`src/rtl/mcr_pkg.sv`:
```
// Shared types and constants for the midpoint circle rasterizer.
// No dependencies.
package mcr_pkg;

	localparam int McrQueueDepth = 2;

	// Decision increments of the midpoint walk
	localparam int StraightInc = 3;
	localparam int DiagonalInc = 5;

	localparam logic [2:0] LastPoint = 3'd7;

	typedef enum logic {
		CMD_LOAD = 1'b0,
		CMD_STEP = 1'b1
	} cmd_t;

	// One step's worth of work: offsets, center and the finish flag
	typedef struct packed {
		logic [7:0] off_x;
		logic [7:0] off_y;
		logic [7:0] mid_x;
		logic [7:0] mid_y;
		logic       fin;
	} job_t;

	typedef struct packed {
		logic full;
		logic empty;
	} q_status_t;

endpackage

```
`src/rtl/mcr_front.sv`:
```
// Front end: accepts load and step transactions, holds the walk state and
// queues one job per productive step. Depends on mcr_pkg.
module mcr_front import mcr_pkg::*; (
	input  logic       clk,
	input  logic       arst_n,
	input  logic       in_valid,
	output logic       in_ready,
	input  logic       cmd,
	input  logic [7:0] center_x,
	input  logic [7:0] center_y,
	input  logic [7:0] radius,
	input  q_status_t  q_status,
	output logic       push,
	output job_t       push_job
);

	logic [7:0]  off_x_q, off_y_q, mid_x_q, mid_y_q;
	logic [11:0] dec_q;
	logic        active_q;

	logic        accept, is_step, d_neg, fin;
	logic [9:0]  nx, ny;
	logic [11:0] dx2, dy2, dec_next;

	assign in_ready = !q_status.full;
	assign accept   = in_valid && in_ready;
	assign is_step  = (cmd == CMD_STEP);

	assign d_neg = dec_q[11];
	assign dx2   = {3'b000, off_x_q, 1'b0};
	assign dy2   = {3'b000, off_y_q, 1'b0};
	assign dec_next = d_neg ? dec_q + dx2 + 12'(StraightInc)
	                        : dec_q + dx2 - dy2 + 12'(DiagonalInc);
	assign nx  = {2'b00, off_x_q} + 10'd1;
	assign ny  = {2'b00, off_y_q} - {9'd0, !d_neg};
	assign fin = $signed(nx) > $signed(ny);

	assign push = accept && is_step && active_q;
	assign push_job = '{off_x: off_x_q, off_y: off_y_q, mid_x: mid_x_q,
	                    mid_y: mid_y_q, fin: fin};

	always_ff @(posedge clk or negedge arst_n) begin
		if (!arst_n) begin
			off_x_q  <= '0;
			off_y_q  <= '0;
			mid_x_q  <= '0;
			mid_y_q  <= '0;
			dec_q    <= '0;
			active_q <= 1'b0;
		end else if (accept) begin
			if (!is_step) begin
				mid_x_q  <= center_x;
				mid_y_q  <= center_y;
				off_x_q  <= '0;
				off_y_q  <= radius;
				dec_q    <= 12'd1 - {4'd0, radius};
				active_q <= 1'b1;
			end else if (active_q) begin
				off_x_q  <= nx[7:0];
				off_y_q  <= ny[7:0];
				dec_q    <= dec_next;
				active_q <= !fin;
			end
		end
	end

endmodule

```
`src/rtl/mcr_queue.sv`:
```
// Small job FIFO between front and back end.
// Depends on mcr_pkg.
module mcr_queue import mcr_pkg::*; #(
	parameter int Depth = McrQueueDepth
) (
	input  logic      clk,
	input  logic      arst_n,
	input  logic      push,
	input  job_t      push_job,
	input  logic      pop,
	output job_t      head,
	output q_status_t status
);

	localparam int PtrW = $clog2(Depth);
	localparam int CntW = $clog2(Depth + 1);
	localparam logic [PtrW-1:0] LastPtr = PtrW'(Depth - 1);

	job_t            mem_q [Depth];
	logic [PtrW-1:0] wr_ptr_q, rd_ptr_q;
	logic [CntW-1:0] count_q;
	logic            do_push, do_pop;

	assign status.full  = (count_q == CntW'(Depth));
	assign status.empty = (count_q == '0);
	assign do_push = push && !status.full;
	assign do_pop  = pop && !status.empty;
	assign head    = mem_q[rd_ptr_q];

	always_ff @(posedge clk) begin
		if (do_push) begin
			mem_q[wr_ptr_q] <= push_job;
		end
	end

	always_ff @(posedge clk or negedge arst_n) begin
		if (!arst_n) begin
			wr_ptr_q <= '0;
			rd_ptr_q <= '0;
			count_q  <= '0;
		end else begin
			if (do_push) begin
				wr_ptr_q <= (wr_ptr_q == LastPtr) ? '0 : wr_ptr_q + 1'b1;
			end
			if (do_pop) begin
				rd_ptr_q <= (rd_ptr_q == LastPtr) ? '0 : rd_ptr_q + 1'b1;
			end
			if (do_push && !do_pop) begin
				count_q <= count_q + 1'b1;
			end else if (do_pop && !do_push) begin
				count_q <= count_q - 1'b1;
			end
		end
	end

endmodule

```
`src/rtl/mcr_back.sv`:
```
// Back end: expands one job into its eight octant points, one per cycle unless
// out_ready stalls, through a registered output stage. Depends on mcr_pkg.
module mcr_back import mcr_pkg::*; (
	input  logic       clk,
	input  logic       arst_n,
	input  job_t       head,
	input  q_status_t  q_status,
	output logic       pop,
	output logic       out_valid,
	input  logic       out_ready,
	output logic [7:0] point_x,
	output logic [7:0] point_y,
	output logic       last,
	output logic       finished
);

	job_t       job_q;
	logic       busy_q;
	logic [2:0] idx_q;
	logic       out_valid_q;
	logic       load_out, emit_last;
	logic [7:0] ax, ay;

	assign load_out  = !out_valid_q || out_ready;
	assign emit_last = busy_q && load_out && (idx_q == LastPoint);
	assign pop       = !q_status.empty && (!busy_q || emit_last);

	// Odd points swap the offsets; points 4..7 mirror x, points 2..5 mirror y
	assign ax = idx_q[0] ? job_q.off_y : job_q.off_x;
	assign ay = idx_q[0] ? job_q.off_x : job_q.off_y;

	always_ff @(posedge clk or negedge arst_n) begin
		if (!arst_n) begin
			busy_q      <= 1'b0;
			idx_q       <= '0;
			out_valid_q <= 1'b0;
		end else begin
			if (load_out) begin
				out_valid_q <= busy_q;
			end
			if (pop) begin
				busy_q <= 1'b1;
				idx_q  <= '0;
			end else if (busy_q && load_out) begin
				idx_q <= idx_q + 1'b1;
				if (idx_q == LastPoint) begin
					busy_q <= 1'b0;
				end
			end
		end
	end

	always_ff @(posedge clk) begin
		if (pop) begin
			job_q <= head;
		end
		if (load_out) begin
			point_x  <= idx_q[2] ? job_q.mid_x - ax : job_q.mid_x + ax;
			point_y  <= (idx_q[1] ^ idx_q[2]) ? job_q.mid_y - ay : job_q.mid_y + ay;
			last     <= (idx_q == LastPoint);
			finished <= (idx_q == LastPoint) && job_q.fin;
		end
	end

	assign out_valid = out_valid_q;

endmodule

```
`src/rtl/midpoint_circle_rasterizer_top.sv`:
```
// Midpoint circle rasterizer, top level: front end, job queue, back end.
// Depends on mcr_pkg, mcr_front, mcr_queue, mcr_back.
//
// A load transaction (cmd 0) produces no output. A step transaction (cmd 1)
// on a live circle produces eight points, one per cycle on the output port
// while out_ready is high. A new step is taken while the queue has room,
// before the points of the last one are out. A step's first point passes
// through the queue, the back end's job register and the registered output
// stage. Up to QueueDepth steps can wait in the queue while the output
// stalls, and loads are taken whenever the queue has room. A step on a
// finished or never loaded circle produces nothing.
module midpoint_circle_rasterizer_top import mcr_pkg::*; #(
	parameter int QueueDepth = McrQueueDepth
) (
	input  logic       clk,
	input  logic       arst_n,
	input  logic       in_valid,
	output logic       in_ready,
	input  logic       cmd,
	input  logic [7:0] center_x,
	input  logic [7:0] center_y,
	input  logic [7:0] radius,
	output logic       out_valid,
	input  logic       out_ready,
	output logic [7:0] point_x,
	output logic [7:0] point_y,
	output logic       last,
	output logic       finished
);

	logic      push, pop;
	job_t      push_job, head;
	q_status_t q_status;

	mcr_front u_front (
		.clk      (clk),
		.arst_n   (arst_n),
		.in_valid (in_valid),
		.in_ready (in_ready),
		.cmd      (cmd),
		.center_x (center_x),
		.center_y (center_y),
		.radius   (radius),
		.q_status (q_status),
		.push     (push),
		.push_job (push_job)
	);

	mcr_queue #(.Depth(QueueDepth)) u_queue (
		.clk      (clk),
		.arst_n   (arst_n),
		.push     (push),
		.push_job (push_job),
		.pop      (pop),
		.head     (head),
		.status   (q_status)
	);

	mcr_back u_back (
		.clk       (clk),
		.arst_n    (arst_n),
		.head      (head),
		.q_status  (q_status),
		.pop       (pop),
		.out_valid (out_valid),
		.out_ready (out_ready),
		.point_x   (point_x),
		.point_y   (point_y),
		.last      (last),
		.finished  (finished)
	);

	// finished only ever rides on the last point of a step
	a_fin_on_last: assert property (@(posedge clk) disable iff (!arst_n)
		out_valid && !last |-> !finished)
		else $error("finished without last");

	// points of one step leave back to back once the sink takes them
	a_step_contiguous: assert property (@(posedge clk) disable iff (!arst_n)
		out_valid && out_ready && !last |=> out_valid)
		else $error("gap inside a step");

	a_queue_sane: assert property (@(posedge clk) disable iff (!arst_n)
		!(q_status.full && q_status.empty))
		else $error("queue both full and empty");

	// a pop is only issued against a non-empty queue
	a_pop_nonempty: assert property (@(posedge clk) disable iff (!arst_n)
		pop |-> !q_status.empty)
		else $error("pop from empty queue");

endmodule

```
`config.mk`:
```
export PLATFORM = sky130hd
export DESIGN_NAME = midpoint_circle_rasterizer_top
export DESIGN_NICKNAME = d
export VERILOG_FILES = /design/src/rtl/mcr_pkg.sv /design/src/rtl/mcr_front.sv /design/src/rtl/mcr_queue.sv /design/src/rtl/mcr_back.sv /design/src/rtl/midpoint_circle_rasterizer_top.sv
export SDC_FILE = /design/constraint.sdc
export NUM_CORES = 1
export LEC_CHECK = 0
export CAP_MARGIN = 0
export CORE_MARGIN = 1
export CORE_UTILIZATION = 55
export DETAILED_ROUTE_END_ITERATION = 10
export DONT_BUFFER_PORTS = 1
export GPL_TIMING_DRIVEN = 0
export PLACE_DENSITY = 0.7
export SLEW_MARGIN = 20
export SYNTH_ARGS = -nofsm -noshare
export SYNTH_HDL_FRONTEND = slang
export SYNTH_SLANG_ARGS = --single-unit
```
`constraint.sdc`:
```
create_clock -name clk -period 8.82 [get_ports clk]
set_clock_uncertainty 0.2 [all_clocks]
set_input_delay 1.764 -clock clk [delete_from_list [all_inputs] [get_ports clk]]
set_output_delay 1.764 -clock clk [all_outputs]
set_load 0.05 [all_outputs]
```
**After elaboration in Yosys (flattened, before gate mapping)**

Memories as Yosys holds them, arrays and structs flattened. A register that Yosys moved wholly into a read port is not among the register bits.
Index checks and enable logic that the tools add are counted.

- Order comparisons: 1
- Equality and inequality tests: 3
- Reductions and logical operators: 28
- Mux-type cells: 24
- $add $sub $neg: 16
- Bitwise gates (word level): 2

Operator list:

| operator | count |
|---|---|
| $mux W8 | 8 |
| $mux W12 | 3 |
| $add A8 B8 Y8 | 2 |
| $sub A8 B8 Y8 | 2 |
| $add A12 B2 Y12 const B | 1 |
| $add A12 B3 Y12 const B | 1 |
| $add A12 B9 Y12 | 1 |
| $sub A12 B9 Y12 | 1 |
| $logic_and A1 B1 Y1 | 11 |
| $gt A10 B10 Y1 | 1 |
| $add A8 B1 Y9 const B | 1 |
| $mux W1 | 9 |
| $sub A1 B8 Y9 const A | 1 |
| $sub A8 B1 Y9 | 1 |
| $logic_not A1 Y1 | 8 |
| $mux W3 | 2 |
| $reduce_and A2 Y1 | 3 |
| $reduce_bool A2 Y1 | 3 |
| $mux W2 | 2 |
| $add A3 B1 Y3 const B | 1 |
| $eq A3 B3 Y1 const B | 1 |
| $add A1 B1 Y1 const B | 2 |
| $add A2 B1 Y2 const B | 1 |
| $eq A2 B2 Y1 const B | 1 |
| other kinds (6) | 7 |

- Input port bits: 29
- Memory bits (writable): 66
- Memories: 1
- Logic and storage cells: 91
- Bits in registers: 72
- Output and inout bits: 20

Memories:

| name | depth | width | read ports | clocked after Yosys merged registers in | write ports | RTL line | RTL |
|---|---|---|---|---|---|---|---|
| u_queue.mem_q | 2 | 33 | 1 | 1 | 1 | mcr_queue.sv:19 | `job_t mem_q [Depth];` |

**Depth between registers and ports, before layout**

- Depth after elaboration: 10
- Gate-level depth with buffers: 17
- Depth with buffers taken out: 17

**By module**

A second synthesis with hierarchy kept.

- Cells, all modules: 782
- Area total of the unflattened synthesis: 9281.4 sq um

Modules (own cells, without submodules):

| module | area an instance (sq um) | instances | sequential area each (sq um) | cells an instance |
|---|---|---|---|---|
| mcr_front | 3697.3 | 1 | 1126.1 | 448 |
| mcr_back | 2854.0 | 1 | 1656.6 | 212 |
| mcr_queue | 2730.1 | 1 | 2082.0 | 122 |

**Least setup slack after synthesis**

OpenSTA, ideal clock, no wires.

- Path type: in2reg
- From: in cmd
- To: mem u_queue.mem_q[0][0] (netlist bit), enable pin
- Cell stages on the path: 3
- Required time: 8.197 ns
- Path buffers: 1
- Data arrival time: 3.559 ns
- Path slack: 4.638 ns
- Library setup time: 0.423 ns
- Path through: buf_2 > nand3_1 > nor2_1

- Word-level cells in the longest chain between the ends: 5

RTL lines:

| item | RTL line | RTL |
|---|---|---|
| start: declaration | midpoint_circle_rasterizer_top.sv:19 | `input logic cmd,` |
| $logic_and A1 B1 Y1 (2 in series) | mcr_front.sv:38 | `assign push = accept && is_step && active_q;` |
| $logic_and A1 B1 Y1 | mcr_queue.sv:26 | `assign do_push = push && !status.full;` |
| $mux W1 | mcr_queue.sv:31 | `if (do_push) begin` |
| $mux W1 (not written as such) | mcr_queue.sv:32 | `mem_q[wr_ptr_q] <= push_job;` |
| end: declaration | mcr_queue.sv:19 |  |

Every way passes these cells.

**Worst setup path after layout**

- From: reg u_front.off_x_q[0]
- To: reg u_front.dec_q[11]

- Word-level cells in the longest chain between the ends: 6
- Elaborated cells on any way between the ends: 7
- Those cells by class: add/sub (4); mux (3)

RTL lines:

| item | RTL line | RTL |
|---|---|---|
| start: declaration | mcr_front.sv:17 | `logic [7:0] off_x_q, off_y_q, mid_x_q, mid_y_q;` |
| start signal: assignment | mcr_front.sv:59 | `off_x_q <= nx[7:0];` |
| $add A12 B9 Y12 * | mcr_front.sv:32, mcr_front.sv:33 |  |
| $sub A12 B9 Y12 | mcr_front.sv:33 | `: dec_q + dx2 - dy2 + 12'(DiagonalInc);` |
| $add A12 B3 Y12 | mcr_front.sv:33 |  |
| $mux W12 * | mcr_front.sv:32 | `assign dec_next = d_neg ? dec_q + dx2 + 12'(StraightInc)` |
| $mux W12 * | mcr_front.sv:58 | `end else if (active_q) begin` |
| $mux W12 * | mcr_front.sv:51 | `if (!is_step) begin` |
| end signal: assignment | mcr_front.sv:56 | `dec_q <= 12'd1 - {4'd0, radius};` |
| end signal: assignment | mcr_front.sv:61 | `dec_q <= dec_next;` |
| end: declaration | mcr_front.sv:18 | `logic [11:0] dec_q;` |

Every way passes the cells marked *; elsewhere a longest branch is shown, timed or not. The select of a mux whose other input is x is not followed.
A chain may end at the register's enable or synchronous reset.

==> metrics.md <==
| Metric | Value |
|---|---|
| Syn avg cell area | 11.34 µm² |
| Worst hold path class | flop to flop |
| Ys Warns | 0 |
| Final TNS setup | 0 ps |
| Area of the multi-input gates | 0.004030 mm² |
| Most used cell, CP | ha_1 |
| CTS tree | yes |
| R2R setup slack | 4250 ps |
| Post-Syn Instances | 808 |
| H-tree levels | 4 |
| RSZ-0062 raised after global routing | false |
| Fin crit period | 4571 ps |
| GRT Overall Usage | 0.2401 |
| Worst-Skew Late Latency | 440 ps |
| Slew Viols, Final | 0 |
| I/O pins | 49 |
| Drt drc | 0 |
| Worst Path Buf+Inv | 1 |
| Pre-antenna DRT Iters | 4 |
| GPL Wtd Cong | 0.9031 |
| Post-synthesis sequential area ratio | 0.5309 |
| Core Box Area | 0.01606 mm² |
| RR Startpoint | u_front.off_x_q[0]$_DFFE_PN0P_ |
| Placed wire-length estimate | 14,090 µm |
| Setup-failing EPs final | 0 |
| Nets@finish | 921 |
| Yosys cell types | 62 |
| Cell Rows | 46 |
| DIE AREA | 0.01718 mm² |
| Wirelength per Cell | 17.86 µm |
| Post-synthesis mux area share | 0.06363 |
| PortBufs | 0 |
| Syn-to-layout area delta | 9.968% |
| Hold_sp | u_front.mid_x_q[4]$_DFFE_PN0P_ |
| FF+latch area | 0.004865 mm² |
| Peak supply drop | 446.3 µV |
| Layout fillers | 1,230 |
| Post-Synth Adder-Cell Area | 0.08930 |
| WP data arrival | 4690 ps |
| Post-DRT Antenna Nets | 0 |
| Leakage | 4.054 nW |
| Fin util | 0.6276 |
| EDFF count, synth | 117 |
| Vias per cell | 5.669 |
| Resized Gates After CTS | 0 |
| Max Clock Freq | 218.8 MHz |
| Slowest stage delay, CP | 580 ps |
| CTS clock-pin slew for the worst setup and hold paths | 70 ps |
| Fraction of registers with async set/reset | 0.3158 |
| R2R Path End | u_front.dec_q[11]$_DFFE_PN0P_ |
| Global-route wire length before repair | 30,210 µm |
| Hold EP | u_queue.mem_q[0][13]$_DFFE_PP_ |
| Final Hold Slack | 271.7 ps |
| Max-cap violations | 0 |
| Initial antenna violation count | 0 |
| CTS Sinks | 171 |
| Post-CTS Hold Fix Bufs | 0 |
| Synth Area in Compound Gates | 0.1021 |
| CTS Buf Count | 17 |
| Post-place setup slack | 4315 ps |
| Clock Path Buffers | 2 |
| Initial Util | 0.5707 |
| PnR worst setup slack | 4249 ps |
| Max_slew headroom | 0.3849 |
| Synth Area in XOR/XNOR | 0.07018 |
| Share of layout cells above drive strength 1 | 0.1057 |
| Synthesized Nets | 900 |
| Leading cell type in the layout, fill and taps excluded | edfxtp_1 |
| Outcome | finished clean |
| Post-CTS Setup Repair Bufs | 0 |
| Crit-path leading delay family | compound AO/OA/AOI/OAI gates |
| Die Y | 131.1 µm |
| Clock root cell | clkbuf_16 |
| Commonest cells after routing, fill and taps aside | edfxtp_1 (117), nand2_1 (107), ha_1 (59) |
| Routed wire length | 18,890 µm |
| Die X-Extent | 131.1 µm |
| Worst-path cell chain | ha_1 > inv_1 > fa_1 > and2b_2 > o2111ai_2 > a31oi_1 > a21oi_4 > ha_1 > ha_1 > or2_2 > a21oi_1 > a31oi_1 > a32oi_1 > o22ai_1 > a41o_1 > a211oi_1 |
| First DRT Iteration DRCs | 367 |
| Worst r2r path cells | 16 |
| GRT overflow | 0 |
| CP max FO | 10 |
| Required @ worst endpoint | 8940 ps |
| Cell Area, Synth | 0.009164 mm² |
| Worst Hold Depth | 0 |
| FF+latch count, synth | 171 |
| Vias | 5,998 |
| Count of final hold-check violations | 0 |
| Worst path slowest cell | dfrtp_1 |
| Largest net degree at the start of global routing | 55 |
| Ys flop type | edfxtp_1 |
| Setup crit start kind | flop |
| Final period util | 0.5182 |
| Vias in the first global route | 5,923 |
| Least-Margin Pin Slew | 922.6 ps |
| Critical path class | flop to flop |
| Simple-Gate Fraction of Synth Area | 0.1136 |
| Worst setup EP type | flop |
| Largest family of logic cells by synthesized area | simple AND/OR/NAND/NOR gates |
| Cell Pwr Density | 403.4 mW/mm² |
| Antenna cells | 0 |
## metal layers
metal / global-route usage / vias to the layer above / share of wire
met3: 0.05925 / 23 / 0.048
li1: - / 2928 / -
met2: 0.3862 / 165 / 0.47
met4: 0.08114 / 0 / 0.019
met5: 0 / - / 0
met1: 0.3194 / 2882 / 0.46
## cells by family after synthesis
family / count (synthesis)
multiplexers: 54
adder cells (fa/ha/maj): 63
buffers and inverters: 73
XOR/XNOR: 70
AND/OR/NAND/NOR: 229
AO/OA/AOI/OAI: 148
flip-flops: 171
## cells in the mapped netlist, types with 4 or more instances
| cell type | number | area (µm²) |
|---|---|---|
| a211oi_1 | 7 | 52.55 |
| a21o_1 | 6 | 45.04 |
| a21oi_1 | 30 | 150.1 |
| a31oi_1 | 6 | 37.54 |
| and2_1 | 7 | 43.79 |
| and3_1 | 5 | 31.28 |
| clkbuf_1 | 21 | 78.83 |
| dfrtp_1 | 54 | 1351 |
| edfxtp_1 | 117 | 3513 |
| fa_1 | 4 | 80.08 |
| ha_1 | 59 | 738.2 |
| inv_1 | 44 | 165.2 |
| mux2_2 | 34 | 382.9 |
| mux2i_1 | 20 | 200.2 |
| nand2_1 | 107 | 401.6 |
| nand2b_1 | 11 | 68.82 |
| nand3_1 | 13 | 65.06 |
| nand4_1 | 5 | 31.28 |
| nor2_1 | 44 | 165.2 |
| nor2b_1 | 5 | 31.28 |
| nor3_1 | 15 | 75.07 |
| o211ai_1 | 4 | 30.03 |
| o21a_1 | 4 | 30.03 |
| o21ai_0 | 47 | 235.2 |
| o21ai_1 | 4 | 20.02 |
| o22ai_1 | 8 | 50.05 |
| o31ai_1 | 5 | 37.54 |
| xnor2_1 | 43 | 376.6 |
| xor2_1 | 23 | 201.4 |
## state kept, by name, indices dropped and copies added, names as in the netlist, 3 cells and up
name / flops
u_back.idx_q: 3
u_back.job_q: 33
u_back.point_x: 8
u_back.point_y: 8
u_front.dec_q: 12
u_front.mid_x_q: 8
u_front.mid_y_q: 8
u_front.off_x_q: 8
u_front.off_y_q: 8
u_queue.mem_q: 66
## cell type report
class                           count  area share
Sequential cell                   171      0.4827
Multi-Input combinational cell    564      0.3999
Clock buffer                       19     0.04606
Tap cell                          216     0.02682
Inverter                           49     0.01825
Clock inverter                     13     0.01291
Buffer                             24    0.009312
Timing Repair Buffer                2    0.003973
## how the worst max path moves through the flow
stage / start / end / slack, ps / cells after the start
6_report: u_front.off_x_q[0]$_DFFE_PN0P_ / u_front.dec_q[11]$_DFFE_PN0P_ / 4250 / 16
5_1_grt: u_front.off_x_q[0]$_DFFE_PN0P_ / u_front.dec_q[11]$_DFFE_PN0P_ / 4050 / 16
4_1_cts: u_front.off_x_q[0]$_DFFE_PN0P_ / u_front.dec_q[11]$_DFFE_PN0P_ / 4310 / 16
3_5_place_dp: u_front.off_x_q[0]$_DFFE_PN0P_ / u_front.dec_q[11]$_DFFE_PN0P_ / 4320 / 16
3_3_place_gp: cmd / u_queue.mem_q[0][4]$_DFFE_PP_ / 3620 / 3
2_1_floorplan: cmd / u_queue.mem_q[0][0]$_DFFE_PP_ / 4640 / 3
## stage by stage
stage | cell area [µm²] | power, mW | instances
detailed placement | 9483 | 3.333 | 1026
global route | 10080 | 4.370 | 1058
floorplan | 9164 | 2.895 | 808
global placement | 9434 | 3.255 | 1024
CTS | 10080 | 4.072 | 1058
finish | 10080 | 4.065 | 1058
## report_power, final
group	internal [mW]	switching, mW
logic	0.822	1.09
registers	1.16	0.267
clock network	0.397	0.332
## worst reg2reg max path, stage by stage, from the launching register on
cell,delay (ps)
dfrtp_1,580
ha_1,250
inv_1,60
fa_1,390
and2b_2,250
o2111ai_2,150
a31oi_1,370
a21oi_4,110
ha_1,300
ha_1,310
or2_2,300
a21oi_1,140
a31oi_1,100
a32oi_1,260
o22ai_1,140
a41o_1,250
a211oi_1,300
No activity file was read; power rests on OpenSTA's default activity.
